File: src/design/scba_pkg.sv
package scba_pkg;

    // Fixed geometry of the bus and the input transaction.
    localparam int NUM_REQ        = 5;
    localparam int REQ_BITS       = 3;
    localparam int IDX_BITS       = $clog2(NUM_REQ);
    localparam int IN_COUNT_BITS  = 8;
    localparam int COUNT_BITS_DEF = 8;

    // Only counts strictly below this limit are eligible for a grant.
    localparam int SJF_LIMIT      = 129;

    // Commands from the controller to the datapath.
    typedef struct packed {
        logic load;
        logic log;
        logic scan;
        logic finish;
    } t_dp_cmd;

    // Status from the datapath to the controller.
    typedef struct packed {
        logic scan_needed;
        logic scan_last;
    } t_dp_sts;

    // One-hot grant line pattern for a device number; zero gives no line.
    function automatic logic [NUM_REQ-1:0] one_hot(input logic [REQ_BITS-1:0] dev);
        logic [NUM_REQ-1:0] v;
        v = '0;
        for (int i = 0; i < NUM_REQ; i++) begin
            if (dev == REQ_BITS'(i + 1)) begin
                v[i] = 1'b1;
            end
        end
        return v;
    endfunction

endpackage

File: src/design/shortest_count_bus_arbiter_unit.sv
// Shortest-count bus arbiter for five requesters. A transaction is taken at a
// clock edge with start high and busy low; its result appears on the o_ result
// ports for exactly one cycle with o_valid high, and the receiver cannot stall
// it. A new transaction is taken only after busy falls. When an owner holds or
// releases the bus, a transaction passes through the log and finish states;
// when the arbiter is idle it also passes through the scan state, in which the
// datapath compares one pending requester per cycle against the running
// minimum. The result strobe comes in the cycle in which busy falls. Counts
// below 129 are eligible and ties go to the lower device number.
module shortest_count_bus_arbiter_unit #(
    parameter int COUNT_BITS = scba_pkg::COUNT_BITS_DEF
) (
    input  logic                               i_clk,
    input  logic                               i_rst_n,
    input  logic                               start,
    output logic                               busy,
    input  logic [scba_pkg::REQ_BITS-1:0]      i_requester,
    input  logic [scba_pkg::IN_COUNT_BITS-1:0] i_byte_count,
    input  logic [scba_pkg::NUM_REQ-1:0]       i_request_lines,
    output logic                               o_valid,
    output logic [scba_pkg::REQ_BITS-1:0]      o_grant_owner,
    output logic [scba_pkg::NUM_REQ-1:0]       o_grant_lines,
    output logic                               o_lines_driven,
    output logic                               o_bad_requester
);
    import scba_pkg::*;

    t_dp_cmd w_cmd;
    t_dp_sts w_sts;

    // Sequencer.
    scba_ctrl u_ctrl (
        .i_clk   (i_clk),
        .i_rst_n (i_rst_n),
        .start   (start),
        .busy    (busy),
        .i_sts   (w_sts),
        .o_cmd   (w_cmd)
    );

    // Arbiter state and result registers.
    scba_datapath #(
        .COUNT_BITS (COUNT_BITS)
    ) u_datapath (
        .i_clk           (i_clk),
        .i_rst_n         (i_rst_n),
        .i_cmd           (w_cmd),
        .i_requester     (i_requester),
        .i_byte_count    (i_byte_count),
        .i_request_lines (i_request_lines),
        .o_sts           (w_sts),
        .o_valid         (o_valid),
        .o_grant_owner   (o_grant_owner),
        .o_grant_lines   (o_grant_lines),
        .o_lines_driven  (o_lines_driven),
        .o_bad_requester (o_bad_requester)
    );

endmodule

File: src/design/scba_datapath.sv
module scba_datapath #(
    parameter int COUNT_BITS = scba_pkg::COUNT_BITS_DEF
) (
    input  logic                                 i_clk,
    input  logic                                 i_rst_n,
    input  scba_pkg::t_dp_cmd                    i_cmd,
    input  logic [scba_pkg::REQ_BITS-1:0]        i_requester,
    input  logic [scba_pkg::IN_COUNT_BITS-1:0]   i_byte_count,
    input  logic [scba_pkg::NUM_REQ-1:0]         i_request_lines,
    output scba_pkg::t_dp_sts                    o_sts,
    output logic                                 o_valid,
    output logic [scba_pkg::REQ_BITS-1:0]        o_grant_owner,
    output logic [scba_pkg::NUM_REQ-1:0]         o_grant_lines,
    output logic                                 o_lines_driven,
    output logic                                 o_bad_requester
);
    import scba_pkg::*;

    // Compare width covers both the logged counts and the eligibility limit.
    localparam int CMP_BITS = (COUNT_BITS > IN_COUNT_BITS) ? COUNT_BITS : IN_COUNT_BITS;

    // Captured transaction.
    logic [REQ_BITS-1:0]   r_req;
    logic [COUNT_BITS-1:0] r_cnt;
    logic [NUM_REQ-1:0]    r_lines;

    // Arbiter state.
    logic [COUNT_BITS-1:0] r_counts [NUM_REQ];
    logic [NUM_REQ-1:0]    r_pend;
    logic [REQ_BITS-1:0]   r_owner;
    logic [NUM_REQ-1:0]    r_held;

    // Scan working registers.
    logic [CMP_BITS-1:0]   r_best;
    logic [REQ_BITS-1:0]   r_pick;
    logic [IDX_BITS-1:0]   r_idx;
    logic                  r_bad;

    // Result registers.
    logic                  r_valid;
    logic [REQ_BITS-1:0]   r_out_owner;
    logic [NUM_REQ-1:0]    r_out_lines;
    logic                  r_out_driven;
    logic                  r_out_bad;

    logic                  w_req_ok;
    logic [IDX_BITS-1:0]   w_req_idx;
    logic [IDX_BITS-1:0]   w_own_idx;
    logic                  w_release;
    logic [CMP_BITS-1:0]   w_scan_cnt;
    logic                  w_better;
    logic [REQ_BITS-1:0]   w_new_owner;
    logic                  w_drive;

    // Requester decode and release check on the captured transaction.
    assign w_req_ok  = (r_req != '0) && (r_req <= REQ_BITS'(NUM_REQ));
    assign w_req_idx = IDX_BITS'(r_req - 1'b1);
    assign w_own_idx = IDX_BITS'(r_owner - 1'b1);
    assign w_release = (r_owner != '0) && !r_lines[w_own_idx];

    // One requester is compared against the running minimum per scan cycle.
    assign w_scan_cnt = CMP_BITS'(r_counts[r_idx]);
    assign w_better   = r_pend[r_idx] && (w_scan_cnt < r_best);

    // After release the pick is zero, so the owner ends up cleared.
    assign w_new_owner = (r_owner == '0) ? r_pick : r_owner;
    assign w_drive     = (w_new_owner != '0);

    assign o_sts.scan_needed = (r_owner == '0);
    assign o_sts.scan_last   = (r_idx == IDX_BITS'(NUM_REQ - 1));

    assign o_valid         = r_valid;
    assign o_grant_owner   = r_out_owner;
    assign o_grant_lines   = r_out_lines;
    assign o_lines_driven  = r_out_driven;
    assign o_bad_requester = r_out_bad;

    // Transaction capture, logging, scan and result update.
    always_ff @(posedge i_clk) begin
        if (!i_rst_n) begin
            for (int i = 0; i < NUM_REQ; i++) begin
                r_counts[i] <= '0;
            end
            r_pend  <= '0;
            r_owner <= '0;
            r_held  <= '0;
            r_valid <= 1'b0;
        end else begin
            r_valid <= i_cmd.finish;

            if (i_cmd.load) begin
                r_req   <= i_requester;
                r_cnt   <= COUNT_BITS'(CMP_BITS'(i_byte_count));
                r_lines <= i_request_lines;
            end

            // Log the count first; a release of the same device wins on its mark.
            if (i_cmd.log) begin
                r_bad  <= !w_req_ok;
                r_best <= CMP_BITS'(SJF_LIMIT);
                r_pick <= '0;
                r_idx  <= '0;
                if (w_req_ok) begin
                    r_counts[w_req_idx] <= r_cnt;
                    r_pend[w_req_idx]   <= 1'b1;
                end
                if (w_release) begin
                    r_pend[w_own_idx] <= 1'b0;
                    r_owner           <= '0;
                end
            end

            // Strict less-than keeps the lower device number on ties.
            if (i_cmd.scan) begin
                if (w_better) begin
                    r_best <= w_scan_cnt;
                    r_pick <= REQ_BITS'(r_idx) + 1'b1;
                end
                r_idx <= r_idx + 1'b1;
            end

            if (i_cmd.finish) begin
                r_owner      <= w_new_owner;
                r_out_owner  <= w_new_owner;
                r_out_driven <= w_drive;
                r_out_bad    <= r_bad;
                if (w_drive) begin
                    r_held      <= one_hot(w_new_owner);
                    r_out_lines <= one_hot(w_new_owner);
                end else begin
                    r_out_lines <= r_held;
                end
            end
        end
    end

endmodule

File: src/design/scba_ctrl.sv
module scba_ctrl (
    input  logic              i_clk,
    input  logic              i_rst_n,
    input  logic              start,
    output logic              busy,
    input  scba_pkg::t_dp_sts i_sts,
    output scba_pkg::t_dp_cmd o_cmd
);
    import scba_pkg::*;

    typedef enum logic [1:0] {
        S_IDLE,
        S_LOG,
        S_SCAN,
        S_FIN
    } t_state;

    t_state r_state;
    t_state n_state;

    // Next-state logic.
    always_comb begin
        n_state = r_state;
        unique case (r_state)
            S_IDLE: begin
                if (start) begin
                    n_state = S_LOG;
                end
            end
            S_LOG: begin
                n_state = i_sts.scan_needed ? S_SCAN : S_FIN;
            end
            S_SCAN: begin
                if (i_sts.scan_last) begin
                    n_state = S_FIN;
                end
            end
            S_FIN: begin
                n_state = S_IDLE;
            end
            default: begin
                n_state = S_IDLE;
            end
        endcase
    end

    // State register.
    always_ff @(posedge i_clk) begin
        if (!i_rst_n) begin
            r_state <= S_IDLE;
        end else begin
            r_state <= n_state;
        end
    end

    // Commands decoded from the state.
    assign busy         = (r_state != S_IDLE);
    assign o_cmd.load   = (r_state == S_IDLE) && start;
    assign o_cmd.log    = (r_state == S_LOG);
    assign o_cmd.scan   = (r_state == S_SCAN);
    assign o_cmd.finish = (r_state == S_FIN);

endmodule

File: config.mk
export PLATFORM = sky130hd
export DESIGN_NAME = shortest_count_bus_arbiter_unit
export DESIGN_NICKNAME = d
export VERILOG_FILES = /design/src/design/scba_pkg.sv /design/src/design/shortest_count_bus_arbiter_unit.sv /design/src/design/scba_datapath.sv /design/src/design/scba_ctrl.sv
export SDC_FILE = /design/constraint.sdc
export NUM_CORES = 1
export LEC_CHECK = 0
export ABC_AREA = 1
export ABC_CLOCK_PERIOD_IN_PS = 2500
export BUFFER_PORTS_ARGS = -buffer_cell sky130_fd_sc_hd__buf_4
export CAP_MARGIN = 20
export CORE_MARGIN = 1
export CORE_UTILIZATION = 46
export DETAILED_ROUTE_END_ITERATION = 8
export GPL_ROUTABILITY_DRIVEN = 0
export GPL_TIMING_DRIVEN = 1
export PLACE_DENSITY = 0.65
export SLEW_MARGIN = 20
export SYNTH_ARGS = -nofsm -noshare
export SYNTH_HDL_FRONTEND = slang
export SYNTH_HIERARCHICAL = 1
export SYNTH_SLANG_ARGS = --single-unit
File: constraint.sdc
create_clock -name i_clk -period 2.5 [get_ports i_clk]
set_input_delay 0.625 -clock i_clk [delete_from_list [all_inputs] [get_ports i_clk]]
set_output_delay 0.625 -clock i_clk [all_outputs]
set_load 0.03 [all_outputs]
Yosys cells after proc, flatten, opt, wreduce, memory -nomap -nowiden:

Memory sizes are Yosys's and may differ from the RTL's. A register that Yosys moved wholly into a read port is not among the register bits.
Index checks and enable logic that the tools add are counted.

* register bits after elaboration: 57
* latch bits: 0
* bits in writable memories: 40
* ROM bits: 0
* input bits: 19
* output and inout port bits: 12
* logic and storage cells: 108
* memories kept: 1

Memories
* u_datapath.r_counts: words 5, bits a word 8, read ports 1, clocked after memory_dff 1, write ports 5, RTL line scba_datapath.sv:28 `logic [COUNT_BITS-1:0] r_counts [NUM_REQ];`

* add/sub/neg operators: 3
* $mul: 0
* divide/modulo/power cells: 0
* order comparisons: 7
* equality and inequality tests: 11
* shift operators: 0
* multiplexer cells: 43
* bitwise logic cells: 3
* reductions and logical operators: 24

Operator list (number)
* $mux 3: 11
* $mux 8: 4
* $mux 5: 5
* $mux 1: 16
* $lt 3x4->1 const B: 3
* $reduce_and 2->1: 6
* $eq 3x3->1 const B: 3
* $reduce_bool 3->1: 3
* $lt 8x8->1: 1
* $pmux 2 s4: 1
* $reduce_bool 2->1: 4
* $reduce_or 8->1: 1
* $bmux 1 s3: 2
* $demux 1 s3: 2
* $eq 3x2->1 const B: 2
* $ge 3x1->1 const B: 2
* $logic_and 1x1->1: 6
* $sub 3x1->3 const B: 2
* $and 5x5->5: 1
* $not 5->5: 1
* $or 5x5->5: 1
* $eq 2x2->1 const B: 2
* $mux 2: 2
* $add 3x1->3 const B: 1
* other kinds (8): 9

Depth between registers and ports, before layout:

* depth after elaboration: 11
* gate-level depth with buffers: 17
* depth with buffers taken out: 14

Modules after synthesis:

Netlist, hierarchy kept.

Modules (own cells, without submodules)
* scba_datapath: times used 1, cells each 567, area each 5606.6 sq um, seq. area each 3493.4 sq um
* scba_ctrl: times used 1, cells each 30, area each 210.2 sq um, seq. area each 40.0 sq um

Worst setup path before layout:

OpenSTA, ideal clock, no wires.

* path kind: register to register
* from: register (tool-made name)
* to: register u_datapath.r_best[1], data pin
* setup time: 0.252 ns
* arrival: 2.398 ns
* required time: 2.248 ns
* path slack: -0.150 ns
* stages on the path, launching flop included: 16
* buffers on the path: 3
* clock period less this slack: 2.650 ns
* path through: dfxtp_1 > buf_2 > clkbuf_1 > o21ai_0 > o22ai_1 > nor2_1 > a31oi_1 > ha_1 > nand2_1 > or2_2 > o221ai_2 > a211oi_4 > nand2_2 > buf_6 > nand2_2 > nand2_1

RTL lines
* end signal: assignment: RTL line scba_datapath.sv:100 `r_best <= CMP_BITS'(SJF_LIMIT);`
* end signal: assignment: RTL line scba_datapath.sv:116 `r_best <= w_scan_cnt;`
* end: declaration: RTL line scba_datapath.sv:34 `logic [CMP_BITS-1:0] r_best;`

==> run metrics <==
worst supply voltage drop on vdd about 0.00058 V; initial core utilization 0.4783; minimum setup slack in the final design -63.26 ps; flip-flop and latch count after synthesis 124; maximum number of pins on one net before global-route repair 17; Core Area roughly 12000 um^2; total clock buffers created by CTS 17; TritonCTS clock tree done; first-pass GRT wire length 20.35 mm; worst-case headroom to the max-slew limit 0.6271; Final Setup Violations 11; Iteration-0 DRC Markers roughly 350; buffer type at the clock tree root sky130_fd_sc_hd__clkbuf_16; clock input transition at the sequential cells of the worst setup and hold paths around 60 ps; r2r worst-path depth 15; sort of element at the end of the critical path register; number of core rows 40; kind of critical path register to register; fraction of layout instances using a drive strength above 1 0.2602; post-synthesis instance area slightly below 6000 um^2; count of final hold-check violations 0; critical path required time around 2700 ps; average cell area after synthesis about 9.7 um^2; fraction of the yosys area taken by sequential cells 0.6074; number of antenna violations at the first check in global routing 0; via count 4382; Async SR Flop Fraction 0; Unique masters post-synth 34; class of the worst hold path input pin to register; IO Port Bufs 30; flip-flop cell with the highest count after synthesis sky130_fd_sc_hd__edfxtp_1; setup slack after placement -184.0 ps; Net Count, Synth 635; number of nets in the final layout around 710; clock sinks 124; number of enable flip-flop cells after synthesis approximately 110; post-detailed-route wirelength per cell ~15 um; maximum buffer depth of the clock tree 2; All-Layer GR Usage 0.2102; diodes inserted 0; total grt overflow 0; drc violations 0; max-slew violation count 0; Total Die Area roughly 13000 um^2; upper clock frequency limit around 400 MHz; I/O pin total 31; number of optimization iterations in the first detailed-route pass 4; pin slew with the least headroom to its limit around 560 ps; deepest level of the CTS H-tree 4; post-route fraction of the period consumed by the critical path 1.025; Max-cap violations 0; failing checks setup timing; Post-Synthesis Cells roughly 600; DP Wirelength ~9.0 mm; number of warnings reported in the yosys synthesis log 6; total power density per cell area roughly 1100 nW/um^2; wirelength, routed 13.13 mm; cell area after placement 6405 um^2; number of global-route vias before repair slightly above 4000; Critical Path Source Type register; Clk Latency, worst-skew pair between 400 and 500 ps; ANT nets after route 0; floorplan die width 114.5 um; vertical die dimension around 110 um; number of vias per cell after detailed routing approximately 5.1; design area 7373 um^2; post-layout minimum cycle time between 2000 and 3000 ps; Arrival @ worst endpoint around 2700 ps; Worst Skew about 8.1 ps; post-layout total power around 8.1 mW; Layout Cells excl Fill roughly 860; number of cells on the worst hold path 1; status finished, violations left; slack of the worst reg-to-reg path -60 ps; leakage power summed over all cells 3.107 nW; area added between synthesis and finish 26.76%; crit-path max FO 11; setup repair after global routing missed its margin yes; # placed instances between 800 and 900
==> stage by stage <==
stage	util	hold WS [ps]	TNS, ps
final	0.6063	387.8	-529.1
after global routing	0.6063	370.5	-2082
after CTS	0.5944	371.1	0
after detailed placement	0.5266	416.3	-1870
after global placement	0.5266	420.6	-1160
after floorplan	-	400.3	-935.1
==> sequential cells by signal, indices dropped and copies added, names as in the netlist, named ones only <==
| name | flops |
|---|---|
| u_ctrl/r_state | 2 |
| u_datapath/o_bad_requester | 1 |
| u_datapath/o_grant_lines | 5 |
| u_datapath/o_grant_owner | 3 |
| u_datapath/o_lines_driven | 1 |
| u_datapath/o_valid | 1 |
| u_datapath/r_bad | 1 |
| u_datapath/r_best | 8 |
| u_datapath/r_cnt | 8 |
| u_datapath/r_counts | 64 |
| u_datapath/r_held | 5 |
| u_datapath/r_idx | 3 |
| u_datapath/r_lines | 5 |
| u_datapath/r_owner | 3 |
| u_datapath/r_pend | 5 |
| u_datapath/r_pick | 3 |
| u_datapath/r_req | 3 |
==> Yosys cell counts, types with 2 or more instances <==
library cell	instances	area share
sky130_fd_sc_hd__nor2_1	121	0.078
sky130_fd_sc_hd__edfxtp_1	105	0.54
sky130_fd_sc_hd__nand2_1	82	0.053
sky130_fd_sc_hd__inv_1	80	0.052
sky130_fd_sc_hd__o21ai_0	46	0.040
sky130_fd_sc_hd__nand3_1	26	0.022
sky130_fd_sc_hd__dfxtp_1	19	0.065
sky130_fd_sc_hd__ha_1	19	0.041
sky130_fd_sc_hd__nand2_2	16	0.017
sky130_fd_sc_hd__a21oi_1	14	0.012
sky130_fd_sc_hd__o22ai_1	8	0.0086
sky130_fd_sc_hd__a31oi_1	7	0.0075
sky130_fd_sc_hd__buf_2	7	0.0060
sky130_fd_sc_hd__clkbuf_1	7	0.0045
sky130_fd_sc_hd__inv_2	6	0.0039
sky130_fd_sc_hd__nor3_1	5	0.0043
sky130_fd_sc_hd__o21ai_1	4	0.0034
sky130_fd_sc_hd__a21oi_2	2	0.0030
sky130_fd_sc_hd__buf_4	2	0.0026
sky130_fd_sc_hd__buf_6	2	0.0039
sky130_fd_sc_hd__nand3b_1	2	0.0026
sky130_fd_sc_hd__nor3_2	2	0.0034
sky130_fd_sc_hd__nor4_2	2	0.0043
sky130_fd_sc_hd__or2_2	2	0.0022
sky130_fd_sc_hd__xnor2_1	2	0.0030
==> where the power goes <==
part	internal [mW]	switching (mW)	total, mW
sequential	2.54	0.158	2.70
clock	1.66	0.899	2.56
combinational	1.22	1.64	2.86
==> what timing repair did <==
item / CTS / global route
cloned: 1 / 0
setup buffers: 10 / 7
setup endpoints to repair: 11 / 51
pin swaps: 20 / 7
hold buffers: 0 / 0
resized for setup: 34 / 32
==> kinds of logic after synthesis <==
| kind of cell | Yosys count | synth area share |
|---|---|---|
| and+or+nand+nor | 261 | 0.1912 |
| DFF | 124 | 0.6074 |
| buffers and inverters | 105 | 0.07313 |
| AOI/OAI and AO/OA | 86 | 0.08432 |
| adders and majority gates | 19 | 0.04087 |
| xor gates and xnor gates | 2 | 0.003012 |
==> path summary, 6_finish.rpt <==
check,startpoint,endpoint
setup reg to reg,register,u_datapath/r_best[3]$_DFFE_PP_
hold / removal,i_request_lines[2],u_datapath/r_lines[2]$_DFFE_PP_
hold reg to reg,u_datapath/r_bad$_DFFE_PP_,u_datapath/o_bad_requester$_DFFE_PP_
setup / recovery,register,u_datapath/r_best[3]$_DFFE_PP_
==> area by class of cell <==
class	instances	area, um^2
Clock buffer	17	425.4
Clock inverter	14	195.2
Fill cell	911	4788
Inverter	87	334.1
Multi-Input combinational cell	369	2034
Sequential cell	124	3541
Tap cell	168	210.2
Timing Repair Buffer	77	633.1
==> worst max-delay path, cell delays in order (launching register included) <==
cell	delay, ps
sky130_fd_sc_hd__dfxtp_4	380
sky130_fd_sc_hd__buf_12	140
sky130_fd_sc_hd__buf_4	130
sky130_fd_sc_hd__nor2_1	130
sky130_fd_sc_hd__o22ai_1	90
sky130_fd_sc_hd__nor2_1	170
sky130_fd_sc_hd__a31oi_2	80
sky130_fd_sc_hd__ha_1	320
sky130_fd_sc_hd__nand2_1	70
sky130_fd_sc_hd__buf_4	130
sky130_fd_sc_hd__buf_4	120
sky130_fd_sc_hd__nor2_2	150
sky130_fd_sc_hd__nand2_4	120
sky130_fd_sc_hd__buf_8	160
sky130_fd_sc_hd__nand3_1	80
sky130_fd_sc_hd__nand2_1	60
==> cell usage in the layout, fill, tap and decap left out, drive strengths merged <==
cell / n
a211oi: 1
a21boi: 1
a21oi: 16
a22oi: 1
a31oi: 7
buf: 77
bufinv: 4
clkbuf: 17
clkinv: 6
clkinvlp: 3
dfxtp: 19
edfxtp: 105
ha: 19
inv: 88
nand2: 99
nand3: 27
nand3b: 2
nor2: 122
nor3: 7
nor4: 2
o21ai: 51
o221ai: 1
o22ai: 8
or2: 3
xnor2: 2
==> per-layer routing <==
layer,vias up,part of all wire,track usage
met5,-,0,0
met4,0,0.020,0.08312
met3,25,0.048,0.05188
met2,128,0.48,0.3265
met1,2093,0.46,0.2845
li1,2136,-,-
Note: power is estimated with default switching activity, not from simulation.
